**src/rtl/core/slbpt_pkg.sv**
```systemverilog
`timescale 1ns / 1ps
// ----------------------------------------------------------------------------
// slbpt_pkg
// Shared widths, register indexes, reset values and types for the
// smoothed level bin pulse trigger.
// ----------------------------------------------------------------------------
package slbpt_pkg;

  localparam int SAMPLE_W   = 16;
  localparam int NOW_W      = 32;
  localparam int BIN_W      = 8;
  localparam int AMP_W      = 16;
  localparam int LEVEL_W    = 32;
  localparam int HALF_W     = 16;
  localparam int WEIGHT_W   = 17;
  localparam int RANGE_W    = 16;
  localparam int PLEN_W     = 16;
  localparam int CFG_IDX_W  = 3;
  localparam int CFG_DATA_W = 17;

  // shared multiplier operands and product
  localparam int MUL_A_W = 17;
  localparam int MUL_B_W = 16;
  localparam int MUL_P_W = MUL_A_W + MUL_B_W;

  // scaled numerator |f - low| * bins and divider
  localparam int NUM_W = RANGE_W + BIN_W;
  localparam int DSH_W = NUM_W - 1;
  localparam int CNT_W = 3;

  localparam logic [WEIGHT_W-1:0] ONE_Q16 = 17'h10000;

  localparam logic [CFG_IDX_W-1:0] REG_WEIGHT     = 3'd0;
  localparam logic [CFG_IDX_W-1:0] REG_RANGE_LOW  = 3'd1;
  localparam logic [CFG_IDX_W-1:0] REG_RANGE_HIGH = 3'd2;
  localparam logic [CFG_IDX_W-1:0] REG_BIN_COUNT  = 3'd3;
  localparam logic [CFG_IDX_W-1:0] REG_PULSE_LEN  = 3'd4;
  localparam logic [CFG_IDX_W-1:0] REG_PULSE_LVL  = 3'd5;

  localparam logic [WEIGHT_W-1:0] RST_WEIGHT     = 17'd6554;
  localparam logic [RANGE_W-1:0]  RST_RANGE_LOW  = 16'd0;
  localparam logic [RANGE_W-1:0]  RST_RANGE_HIGH = 16'd4095;
  localparam logic [BIN_W-1:0]    RST_BIN_COUNT  = 8'd10;
  localparam logic [PLEN_W-1:0]   RST_PULSE_LEN  = 16'd20;
  localparam logic [AMP_W-1:0]    RST_PULSE_LVL  = 16'd32768;

  typedef struct packed {
    logic [WEIGHT_W-1:0] smoothing_weight;
    logic [RANGE_W-1:0]  range_low;
    logic [RANGE_W-1:0]  range_high;
    logic [BIN_W-1:0]    bin_count;
    logic [PLEN_W-1:0]   pulse_length_ms;
    logic [AMP_W-1:0]    pulse_level;
  } cfg_t;

  typedef struct packed {
    logic [MUL_A_W-1:0] a;
    logic [MUL_B_W-1:0] b;
  } mul_req_t;

  typedef enum logic [3:0] {
    S_IDLE,
    S_MUL_HI,
    S_MUL_LO,
    S_MUL_WS,
    S_SUM,
    S_SCALE,
    S_DIV_PREP,
    S_DIV,
    S_BIN,
    S_FINISH
  } seq_state_t;

endpackage

```
**src/rtl/core/slbpt_if.sv**
```systemverilog
`timescale 1ns / 1ps
// ----------------------------------------------------------------------------
// slbpt_if
// Valid/ready channels: sample input, result output and register writes.
// ----------------------------------------------------------------------------
interface slbpt_in_if;
  logic        valid;
  logic        ready;
  logic [15:0] sample;
  logic [31:0] now_ms;

  modport source (output valid, output sample, output now_ms, input ready);
  modport sink   (input valid, input sample, input now_ms, output ready);
endinterface

interface slbpt_out_if;
  logic        valid;
  logic        ready;
  logic [7:0]  bin;
  logic        drive_on;
  logic [15:0] amplitude;
  logic        pulse_started;
  logic        pulse_ended;

  modport source (output valid, output bin, output drive_on, output amplitude,
                  output pulse_started, output pulse_ended, input ready);
  modport sink   (input valid, input bin, input drive_on, input amplitude,
                  input pulse_started, input pulse_ended, output ready);
endinterface

interface slbpt_cfg_if;
  logic        valid;
  logic        ready;
  logic [2:0]  index;
  logic [16:0] data;

  modport source (output valid, output index, output data, input ready);
  modport sink   (input valid, input index, input data, output ready);
endinterface

```
**src/rtl/core/slbpt_cfg_regs.sv**
```systemverilog
`timescale 1ns / 1ps
// ----------------------------------------------------------------------------
// slbpt_cfg_regs
// Configuration register file; each write keeps the register's low bits.
// ----------------------------------------------------------------------------
module slbpt_cfg_regs (
  input  logic          clk,
  input  logic          rst_n,
  slbpt_cfg_if.sink     cfg_bus,
  output slbpt_pkg::cfg_t cfg
);
  import slbpt_pkg::*;

  cfg_t cfg_r;

  assign cfg_bus.ready = 1'b1;
  assign cfg           = cfg_r;

  always_ff @(posedge clk) begin
    if (!rst_n) begin
      cfg_r.smoothing_weight <= RST_WEIGHT;
      cfg_r.range_low        <= RST_RANGE_LOW;
      cfg_r.range_high       <= RST_RANGE_HIGH;
      cfg_r.bin_count        <= RST_BIN_COUNT;
      cfg_r.pulse_length_ms  <= RST_PULSE_LEN;
      cfg_r.pulse_level      <= RST_PULSE_LVL;
    end else if (cfg_bus.valid) begin
      case (cfg_bus.index)
        REG_WEIGHT:     cfg_r.smoothing_weight <= cfg_bus.data[WEIGHT_W-1:0];
        REG_RANGE_LOW:  cfg_r.range_low        <= cfg_bus.data[RANGE_W-1:0];
        REG_RANGE_HIGH: cfg_r.range_high       <= cfg_bus.data[RANGE_W-1:0];
        REG_BIN_COUNT:  cfg_r.bin_count        <= cfg_bus.data[BIN_W-1:0];
        REG_PULSE_LEN:  cfg_r.pulse_length_ms  <= cfg_bus.data[PLEN_W-1:0];
        REG_PULSE_LVL:  cfg_r.pulse_level      <= cfg_bus.data[AMP_W-1:0];
        default: ;
      endcase
    end
  end

endmodule

```
**src/rtl/core/slbpt_mul.sv**
```systemverilog
`timescale 1ns / 1ps
// ----------------------------------------------------------------------------
// slbpt_mul
// Shared 17x16 multiplier with a registered product.
// ----------------------------------------------------------------------------
module slbpt_mul (
  input  logic                          clk,
  input  slbpt_pkg::mul_req_t           req,
  output logic [slbpt_pkg::MUL_P_W-1:0] prod_r
);
  import slbpt_pkg::*;

  always_ff @(posedge clk) begin
    prod_r <= MUL_P_W'(req.a) * MUL_P_W'(req.b);
  end

endmodule

```
**src/rtl/core/slbpt_seq.sv**
```systemverilog
`timescale 1ns / 1ps
// ----------------------------------------------------------------------------
// slbpt_seq
// Sequencer: smoothing on the shared multiplier, bin scaling, restoring
// division, pulse timing and the output register.
// ----------------------------------------------------------------------------
module slbpt_seq #(
  parameter int SAMPLE_BITS = 16
) (
  input  logic                          clk,
  input  logic                          rst_n,
  slbpt_in_if.sink                      in_bus,
  slbpt_out_if.source                   out_bus,
  input  slbpt_pkg::cfg_t               cfg,
  output slbpt_pkg::mul_req_t           mul_req,
  input  logic [slbpt_pkg::MUL_P_W-1:0] prod_r
);
  import slbpt_pkg::*;

  seq_state_t state_r, state_nxt;

  logic [SAMPLE_BITS-1:0] sample_r, sample_nxt;
  logic [NOW_W-1:0]       now_r, now_nxt;
  logic [WEIGHT_W-1:0]    w_r, w_nxt;
  logic [WEIGHT_W-1:0]    k_r, k_nxt;
  logic [LEVEL_W-1:0]     acc_r, acc_nxt;
  logic [LEVEL_W-1:0]     level_r, level_nxt;
  logic                   mis_r, mis_nxt;
  logic                   den_zero_r, den_zero_nxt;
  logic [RANGE_W-1:0]     den_mag_r, den_mag_nxt;
  logic [NUM_W-1:0]       rem_r, rem_nxt;
  logic [DSH_W-1:0]       dsh_r, dsh_nxt;
  logic [BIN_W-1:0]       quo_r, quo_nxt;
  logic [CNT_W-1:0]       cnt_r, cnt_nxt;
  logic                   zero_r, zero_nxt;
  logic                   big_r, big_nxt;
  logic [BIN_W-1:0]       bin_r, bin_nxt;
  logic [BIN_W-1:0]       prev_bin_r, prev_bin_nxt;
  logic                   pulsing_r, pulsing_nxt;
  logic [NOW_W-1:0]       begin_r, begin_nxt;

  logic                   out_valid_r, out_valid_nxt;
  logic [BIN_W-1:0]       out_bin_r, out_bin_nxt;
  logic                   out_drive_r, out_drive_nxt;
  logic [AMP_W-1:0]       out_amp_r, out_amp_nxt;
  logic                   out_start_r, out_start_nxt;
  logic                   out_end_r, out_end_nxt;

  logic [WEIGHT_W-1:0]    w_eff;
  logic [RANGE_W:0]       diff;
  logic [RANGE_W:0]       den;
  logic [RANGE_W:0]       diff_abs;
  logic [RANGE_W:0]       den_abs;
  logic [NUM_W-1:0]       trial;
  logic                   changed;
  logic                   active;
  logic [NOW_W-1:0]       begin_eff;
  logic [NOW_W-1:0]       end_ms;
  logic                   ended;
  logic                   out_free;

  assign in_bus.ready          = (state_r == S_IDLE);
  assign out_bus.valid         = out_valid_r;
  assign out_bus.bin           = out_bin_r;
  assign out_bus.drive_on      = out_drive_r;
  assign out_bus.amplitude     = out_amp_r;
  assign out_bus.pulse_started = out_start_r;
  assign out_bus.pulse_ended   = out_end_r;

  assign w_eff    = (cfg.smoothing_weight > ONE_Q16) ? ONE_Q16 : cfg.smoothing_weight;
  assign diff     = {1'b0, level_r[LEVEL_W-1:HALF_W]} - {1'b0, cfg.range_low};
  assign den      = {1'b0, cfg.range_high} - {1'b0, cfg.range_low};
  assign diff_abs = diff[RANGE_W] ? (~diff + 1'b1) : diff;
  assign den_abs  = den[RANGE_W] ? (~den + 1'b1) : den;
  assign trial    = {1'b0, dsh_r};

  // pulse bookkeeping for the final step
  assign changed   = (bin_r != prev_bin_r);
  assign active    = changed | pulsing_r;
  assign begin_eff = changed ? now_r : begin_r;
  assign end_ms    = begin_eff + NOW_W'(cfg.pulse_length_ms);
  assign ended     = active && (now_r >= end_ms);
  assign out_free  = !out_valid_r || out_bus.ready;

  always_comb begin
    state_nxt     = state_r;
    sample_nxt    = sample_r;
    now_nxt       = now_r;
    w_nxt         = w_r;
    k_nxt         = k_r;
    acc_nxt       = acc_r;
    level_nxt     = level_r;
    mis_nxt       = mis_r;
    den_zero_nxt  = den_zero_r;
    den_mag_nxt   = den_mag_r;
    rem_nxt       = rem_r;
    dsh_nxt       = dsh_r;
    quo_nxt       = quo_r;
    cnt_nxt       = cnt_r;
    zero_nxt      = zero_r;
    big_nxt       = big_r;
    bin_nxt       = bin_r;
    prev_bin_nxt  = prev_bin_r;
    pulsing_nxt   = pulsing_r;
    begin_nxt     = begin_r;
    out_valid_nxt = out_valid_r && !out_bus.ready;
    out_bin_nxt   = out_bin_r;
    out_drive_nxt = out_drive_r;
    out_amp_nxt   = out_amp_r;
    out_start_nxt = out_start_r;
    out_end_nxt   = out_end_r;
    mul_req.a     = k_r;
    mul_req.b     = level_r[LEVEL_W-1:HALF_W];

    case (state_r)
      S_IDLE: begin
        if (in_bus.valid) begin
          sample_nxt = in_bus.sample[SAMPLE_BITS-1:0];
          now_nxt    = in_bus.now_ms;
          w_nxt      = w_eff;
          k_nxt      = ONE_Q16 - w_eff;
          state_nxt  = S_MUL_HI;
        end
      end
      S_MUL_HI: begin
        // (k * old) >> 16 = k * old_hi + (k * old_lo) >> 16
        mul_req.a = k_r;
        mul_req.b = level_r[LEVEL_W-1:HALF_W];
        state_nxt = S_MUL_LO;
      end
      S_MUL_LO: begin
        mul_req.a = k_r;
        mul_req.b = level_r[HALF_W-1:0];
        acc_nxt   = prod_r[LEVEL_W-1:0];
        state_nxt = S_MUL_WS;
      end
      S_MUL_WS: begin
        mul_req.a = w_r;
        mul_req.b = MUL_B_W'(sample_r);
        acc_nxt   = acc_r + LEVEL_W'(prod_r[MUL_P_W-1:HALF_W]);
        state_nxt = S_SUM;
      end
      S_SUM: begin
        level_nxt = acc_r + prod_r[LEVEL_W-1:0];
        state_nxt = S_SCALE;
      end
      S_SCALE: begin
        mul_req.a    = MUL_A_W'(diff_abs[RANGE_W-1:0]);
        mul_req.b    = MUL_B_W'(cfg.bin_count);
        mis_nxt      = diff[RANGE_W] ^ den[RANGE_W];
        den_zero_nxt = (den == '0);
        den_mag_nxt  = den_abs[RANGE_W-1:0];
        state_nxt    = S_DIV_PREP;
      end
      S_DIV_PREP: begin
        rem_nxt  = prod_r[NUM_W-1:0];
        dsh_nxt  = {den_mag_r, {(BIN_W-1){1'b0}}};
        quo_nxt  = '0;
        cnt_nxt  = '1;
        // a zero numerator or a sign mismatch truncates to zero or below; a zero range also gives zero
        zero_nxt = (prod_r[NUM_W-1:0] == '0) || den_zero_r || mis_r;
        // quotient of 256 or more clamps to the bin count unless the zero case applies
        big_nxt  = (prod_r[NUM_W-1:0] >= {den_mag_r, {BIN_W{1'b0}}});
        if (zero_nxt || big_nxt) begin
          state_nxt = S_BIN;
        end else begin
          state_nxt = S_DIV;
        end
      end
      S_DIV: begin
        if (rem_r >= trial) begin
          rem_nxt = rem_r - trial;
          quo_nxt = {quo_r[BIN_W-2:0], 1'b1};
        end else begin
          quo_nxt = {quo_r[BIN_W-2:0], 1'b0};
        end
        dsh_nxt = dsh_r >> 1;
        cnt_nxt = cnt_r - 1'b1;
        if (cnt_r == '0) begin
          state_nxt = S_BIN;
        end
      end
      S_BIN: begin
        if (zero_r) begin
          bin_nxt = '0;
        end else if (big_r || (quo_r > cfg.bin_count)) begin
          bin_nxt = cfg.bin_count;
        end else begin
          bin_nxt = quo_r;
        end
        state_nxt = S_FINISH;
      end
      S_FINISH: begin
        if (out_free) begin
          prev_bin_nxt  = bin_r;
          begin_nxt     = begin_eff;
          pulsing_nxt   = active && !ended;
          out_valid_nxt = 1'b1;
          out_bin_nxt   = bin_r;
          out_drive_nxt = active && !ended;
          out_amp_nxt   = (active && !ended) ? cfg.pulse_level : '0;
          out_start_nxt = changed;
          out_end_nxt   = ended;
          state_nxt     = S_IDLE;
        end
      end
      default: begin
        state_nxt = S_IDLE;
      end
    endcase
  end

  always_ff @(posedge clk) begin
    if (!rst_n) begin
      state_r     <= S_IDLE;
      level_r     <= '0;
      prev_bin_r  <= '0;
      pulsing_r   <= 1'b0;
      begin_r     <= '0;
      out_valid_r <= 1'b0;
    end else begin
      state_r     <= state_nxt;
      level_r     <= level_nxt;
      prev_bin_r  <= prev_bin_nxt;
      pulsing_r   <= pulsing_nxt;
      begin_r     <= begin_nxt;
      out_valid_r <= out_valid_nxt;
    end
  end

  always_ff @(posedge clk) begin
    sample_r    <= sample_nxt;
    now_r       <= now_nxt;
    w_r         <= w_nxt;
    k_r         <= k_nxt;
    acc_r       <= acc_nxt;
    mis_r       <= mis_nxt;
    den_zero_r  <= den_zero_nxt;
    den_mag_r   <= den_mag_nxt;
    rem_r       <= rem_nxt;
    dsh_r       <= dsh_nxt;
    quo_r       <= quo_nxt;
    cnt_r       <= cnt_nxt;
    zero_r      <= zero_nxt;
    big_r       <= big_nxt;
    bin_r       <= bin_nxt;
    out_bin_r   <= out_bin_nxt;
    out_drive_r <= out_drive_nxt;
    out_amp_r   <= out_amp_nxt;
    out_start_r <= out_start_nxt;
    out_end_r   <= out_end_nxt;
  end

endmodule

```
**src/rtl/core/smoothed_level_bin_pulse_trigger_top.sv**
```systemverilog
`timescale 1ns / 1ps
// ----------------------------------------------------------------------------
// smoothed_level_bin_pulse_trigger_top
// Exponential smoothing of a sensor level, linear binning and a timed
// vibration pulse on every change of bin.
// ----------------------------------------------------------------------------
//  channel   direction  handshake     payload
//  in_bus    sink       valid/ready   sample[15:0], now_ms[31:0]
//  out_bus   source     valid/ready   bin, drive_on, amplitude, pulse_started,
//                                     pulse_ended
//  cfg_bus   sink       valid/ready   index[2:0], data[16:0]; always ready
//
//  An item goes from accept to result through three passes through the
//  shared multiplier for the smoothing, one for scaling, then up to eight
//  restoring division steps, a bin step and the pulse/output step.
//  Empty, negative or saturated bins skip the division steps.
//  rst_n is synchronous; it clears the level, bin and pulse state.
//  A result held by a stalled out_bus holds the sequencer in its last step.
// ----------------------------------------------------------------------------
module smoothed_level_bin_pulse_trigger_top #(
  parameter int SAMPLE_BITS = 16
) (
  input  logic         clk,
  input  logic         rst_n,
  slbpt_in_if.sink     in_bus,
  slbpt_out_if.source  out_bus,
  slbpt_cfg_if.sink    cfg_bus
);
  import slbpt_pkg::*;

  cfg_t                 cfg;
  mul_req_t             mul_req;
  logic [MUL_P_W-1:0]   prod_r;

  slbpt_cfg_regs u_cfg (
    .clk     (clk),
    .rst_n   (rst_n),
    .cfg_bus (cfg_bus),
    .cfg     (cfg)
  );

  slbpt_mul u_mul (
    .clk    (clk),
    .req    (mul_req),
    .prod_r (prod_r)
  );

  slbpt_seq #(
    .SAMPLE_BITS (SAMPLE_BITS)
  ) u_seq (
    .clk     (clk),
    .rst_n   (rst_n),
    .in_bus  (in_bus),
    .out_bus (out_bus),
    .cfg     (cfg),
    .mul_req (mul_req),
    .prod_r  (prod_r)
  );

endmodule
```
**src/flat_wrapper.sv**
```systemverilog
// flat-port wrapper written by rule: the top's interface ports become plain ports
module smoothed_level_bin_pulse_trigger_top_flat import slbpt_pkg::*;
#(
  parameter int SAMPLE_BITS = 16
)
  (clk, rst_n, in_bus_valid, in_bus_sample, in_bus_now_ms, in_bus_ready, out_bus_valid, out_bus_bin, out_bus_drive_on, out_bus_amplitude, out_bus_pulse_started, out_bus_pulse_ended, out_bus_ready, cfg_bus_valid, cfg_bus_index, cfg_bus_data, cfg_bus_ready);
  slbpt_in_if in_bus_i ();
  slbpt_out_if out_bus_i ();
  slbpt_cfg_if cfg_bus_i ();
  input  logic clk;
  input  logic rst_n;
  input wire logic [$bits(in_bus_i.valid)-1:0] in_bus_valid;
  input wire logic [$bits(in_bus_i.sample)-1:0] in_bus_sample;
  input wire logic [$bits(in_bus_i.now_ms)-1:0] in_bus_now_ms;
  output wire logic [$bits(in_bus_i.ready)-1:0] in_bus_ready;
  output wire logic [$bits(out_bus_i.valid)-1:0] out_bus_valid;
  output wire logic [$bits(out_bus_i.bin)-1:0] out_bus_bin;
  output wire logic [$bits(out_bus_i.drive_on)-1:0] out_bus_drive_on;
  output wire logic [$bits(out_bus_i.amplitude)-1:0] out_bus_amplitude;
  output wire logic [$bits(out_bus_i.pulse_started)-1:0] out_bus_pulse_started;
  output wire logic [$bits(out_bus_i.pulse_ended)-1:0] out_bus_pulse_ended;
  input wire logic [$bits(out_bus_i.ready)-1:0] out_bus_ready;
  input wire logic [$bits(cfg_bus_i.valid)-1:0] cfg_bus_valid;
  input wire logic [$bits(cfg_bus_i.index)-1:0] cfg_bus_index;
  input wire logic [$bits(cfg_bus_i.data)-1:0] cfg_bus_data;
  output wire logic [$bits(cfg_bus_i.ready)-1:0] cfg_bus_ready;
  assign in_bus_i.valid = in_bus_valid;
  assign in_bus_i.sample = in_bus_sample;
  assign in_bus_i.now_ms = in_bus_now_ms;
  assign in_bus_ready = in_bus_i.ready;
  assign out_bus_valid = out_bus_i.valid;
  assign out_bus_bin = out_bus_i.bin;
  assign out_bus_drive_on = out_bus_i.drive_on;
  assign out_bus_amplitude = out_bus_i.amplitude;
  assign out_bus_pulse_started = out_bus_i.pulse_started;
  assign out_bus_pulse_ended = out_bus_i.pulse_ended;
  assign out_bus_i.ready = out_bus_ready;
  assign cfg_bus_i.valid = cfg_bus_valid;
  assign cfg_bus_i.index = cfg_bus_index;
  assign cfg_bus_i.data = cfg_bus_data;
  assign cfg_bus_ready = cfg_bus_i.ready;
  smoothed_level_bin_pulse_trigger_top #(.SAMPLE_BITS(SAMPLE_BITS)) u_core (.clk(clk), .rst_n(rst_n), .in_bus(in_bus_i), .out_bus(out_bus_i), .cfg_bus(cfg_bus_i));
endmodule
```
**config.mk**
```make
export PLATFORM = sky130hd
export DESIGN_NAME = smoothed_level_bin_pulse_trigger_top_flat
export DESIGN_NICKNAME = d
export VERILOG_FILES = /design/src/rtl/core/slbpt_pkg.sv /design/src/rtl/core/slbpt_if.sv /design/src/rtl/core/slbpt_cfg_regs.sv /design/src/rtl/core/slbpt_mul.sv /design/src/rtl/core/slbpt_seq.sv /design/src/rtl/core/smoothed_level_bin_pulse_trigger_top.sv /design/src/flat_wrapper.sv
export SDC_FILE = /design/constraint.sdc
export NUM_CORES = 2
export LEC_CHECK = 0
export BUFFER_PORTS_ARGS = -buffer_cell sky130_fd_sc_hd__buf_2
export CAP_MARGIN = 25
export CELL_PAD_IN_SITES_DETAIL_PLACEMENT = 1
export CELL_PAD_IN_SITES_GLOBAL_PLACEMENT = 1
export CORE_MARGIN = 4
export CORE_UTILIZATION = 50
export DETAILED_ROUTE_END_ITERATION = 8
export PLACE_DENSITY_LB_ADDON = 0.12
export SKIP_LAST_GASP = 1
export SYNTH_ARGS = -nofsm -noshare
export SYNTH_HDL_FRONTEND = slang
export SYNTH_HIERARCHICAL = 1
export SYNTH_SLANG_ARGS = --single-unit
```
**constraint.sdc**
```tcl
create_clock -name clk -period 16.7 [get_ports clk]
set_input_delay 2.505 -clock clk [delete_from_list [all_inputs] [get_ports clk]]
set_output_delay 2.505 -clock clk [all_outputs]
set_load 0.005 [all_outputs]
```
==> flow_summary.ini <==
[critical_path]
slowest_stage = fa_1
critPathBufInv = 7
cp.arrival_ns = 9.48
crit_family = adder cells
crit_type = register to register
startpoint_type = register
crit_fanout = 16
crit_path_max_incr_delay_ns = 0.58
cp_data_required_time_ns = 17.23
cp-end-kind = register
cp_common_cell = fa_1

[timing]
skew_ns = 0.02554
setup_viol = 0
max_freq_mhz = 111.7
fin_crit_sh_pct = 53.61
slew_headroom_pct = 33.03
rsz0062_at_grt = no
fin_crit_ns = 8.953
slew_violations = 0
finalHoldViolations = 0
setup_tns_ns = 0
worst_pin_slew_ns = 1.002

[floorplanning]
ios = 103
die-area_um2 = 71170
die_w_um = 266.8
start_util_pct = 50.66
rows = 94
core_area_um2 = 66100
die_h_um = 266.8

[global_routing]
grt_max_degree = 72
grt-ovfl-total = 0
grt_usage_pct = 29.59
grt_pass1_vias = 29218
grt_pass1_wl_um = 165400
antenna_found_initial = 0

[clocking]
cts.sinks = 426
ctsHoldBuffers = 0
cts_buffers = 50
clkTransAtPathRegs_ns = 0.06
root_buffer = clkbuf_16
cts_tree = done
post_cts_buffers = 0
cts_buffer_depth = 3
clk_latency_ns = 0.61
cts_resized = 0
htree_levels = 2

[pwr]
vdd_drop_max_uv = 97.56
leakagePower_uw = 0.01628
powerDensity_nw_per_um2 = 120.3

[final_layout]
final_cells = 4538
area_growth_pct = 9.973
final_layout_size_suffix_gt1_share_pct = 8.739
nNetsFinal = 4203
nFillCells = 7512

[route]
wl_per_cell_um = 23.23
drtIter0Drc = 1550
vias = 26619
drt-pass1-iter-count = 6
drc_errors = 0
wl_um = 105400
ant_nets = 0
viasPerCell = 5.866

[synth]
ys_warn_count = 6
synth_enable_flop_cells = 226
synthArstFlopShare_pct = 0
ys_dominant_reg_cell = edfxtp_1
yosysTopAreaCellShare_pct = 20.27
syn_avg_cell_area_um2 = 9.429
synth_fp_nets = 4123
mappedNetlistArea_um2 = 33480
syn-instance-count = 3551
synth-seq-area-share_pct = 32.23
ys_top_cells_by_area = edfxtp_1 20%, fa_1 13%, dfxtp_1 12%
synth.largest_area_cell = edfxtp_1
ys_types = 106
ys_ff_latch = 426

[placement]
io_buffers = 101
dp_cells = 4439
place_congestion = 0.9075
dp_hpwl_um = 79510

[outcome]
outcome = complete, no violations

[worst_hold_path]
min_path_type = register to register

[job]
maxCapViolations = 0
cell families (layout without fill, tap and decap cells):
| kind of cell | Yosys count | after routing | synth area share (%) |
|---|---|---|---|
| adder cells (fa/ha/maj) | 499 | 499 | 23.44 |
| buffers and inverters | 484 | 606 | 5.583 |
| AO/OA/AOI/OAI | 662 | 662 | 12.84 |
| flip-flops | 426 | 426 | 32.23 |
| multiplexers | 142 | 142 | 4.312 |
| XOR/XNOR | 204 | 204 | 5.336 |
| other | 1 | 2 | 0.01120 |
| AND/OR/NAND/NOR | 1133 | 1133 | 16.24 |
sequential cells by signal (all words and copies together), names as in the netlist, 4 cells and up:
signal	count
u_core/u_seq/out_bus.amplitude	16
u_core/u_seq/w_r	17
u_core/u_seq/quo_r	8
u_core/u_seq/acc_r	32
u_core/u_seq/k_r	16
u_core/u_cfg/cfg	89
u_core/u_seq/now_r	32
u_core/u_seq/state_r	4
u_core/u_seq/begin_r	32
u_core/u_seq/level_r	32
u_core/u_seq/prev_bin_r	8
u_core/u_seq/den_mag_r	16
u_core/u_seq/dsh_r	23
u_core/u_seq/sample_r	16
u_core/u_seq/out_bus.bin	8
u_core/u_mul/prod_r	33
u_core/u_seq/rem_r	24
u_core/u_seq/bin_r	8
Yosys cell counts, types with 95 or more instances:
cell / count
xnor2_1: 116
inv_1: 354
ha_1: 285
nor2_1: 148
nand2_1: 515
mux2i_1: 124
and2_1: 161
a21oi_1: 181
fa_1: 214
edfxtp_1: 226
dfxtp_1: 200
clkbuf_1: 95
o21ai_0: 165
worst paths after layout:
path / from / depth (start not counted) / slack (ns) / to
setup / recovery: u_core/u_seq/level_r[16] / 33 / 7.75 / u_core/u_mul/prod_r[22]
hold / removal: u_core/u_seq/begin_r[30] / 2 / 0.46 / u_core/u_seq/begin_r[30]
setup reg to reg: u_core/u_seq/level_r[16] / 33 / 7.75 / u_core/u_mul/prod_r[22]
hold reg to reg: u_core/u_seq/begin_r[30] / 2 / 0.46 / u_core/u_seq/begin_r[30]
layout make-up:
class | instances | area [µm²] | share of cell area [%]
inverter | 356 | 1336 | 3.629
tap | 864 | 1081 | 2.936
sequential | 426 | 10790 | 29.31
multi-input combinational | 2641 | 20870 | 56.67
clock buffer | 67 | 1439 | 3.908
clock inverter | 27 | 346.6 | 0.9412
antenna | 1 | 2.502 | 0.006796
timing repair buffer | 156 | 958.4 | 2.603
where the power goes:
part | switching [µW] | total [µW] | internal (µW)
clock network | 470 | 1190 | 717
logic | 1160 | 1900 | 739
registers | 136 | 1350 | 1210
total | 1770 | 4430 | 2670
layout by cell type, fill, tap and decap left out, types with 18 or more instances in the layout:
master / n
nor3_1: 32
edfxtp_1: 226
and3_1: 23
o21ai_1: 26
and2_1: 160
fa_1: 214
dfxtp_1: 199
xor2_1: 88
a21oi_1: 181
a21o_1: 77
a211oi_1: 18
nor2_1: 147
or3_1: 22
nand4_1: 18
inv_1: 352
o21ai_0: 154
nand2b_1: 25
o211ai_1: 19
buf_2: 100
clkbuf_16: 53
buf_4: 51
nand3_1: 51
mux2i_1: 124
a31oi_1: 23
nor2b_1: 77
o21a_1: 24
xnor2_1: 116
mux2_2: 18
nand2_1: 513
ha_1: 285
worst min-delay path, delay by kind of cell, from the launching register on:
family	cells	cell delay, ns
AOI/OAI and AO/OA	1	0.05
DFF	1	0.31
and+or+nand+nor	1	0.05
metal layers:
| metal | track usage, % | part of all wire (%) |
|---|---|---|
| met3 | 3.162 | 4.1 |
| met4 | 11.62 | 4.4 |
| met1 | 37.49 | 42 |
| met2 | 52.13 | 49 |
| met5 | 0 | 0 |
through the flow:
| stage | area (µm²) | worst slack, ns | hold WS, ns | util (%) | power, µW |
|---|---|---|---|---|---|
| finish | 36820 | 7.747 | 0.4574 | 55.71 | 4432 |
| global route | 36820 | 7.181 | 0.4779 | 55.71 | 4733 |
| CTS | 36770 | 7.743 | 0.4597 | 55.63 | 4451 |
| detailed placement | 34980 | 7.806 | 0.4476 | 52.92 | 3239 |
| global placement | 34950 | 7.975 | 0.4410 | 52.88 | 3150 |
| floorplan | 33480 | 8.496 | 0.4273 | - | 2665 |
Power figures use the tool's default switching activity.
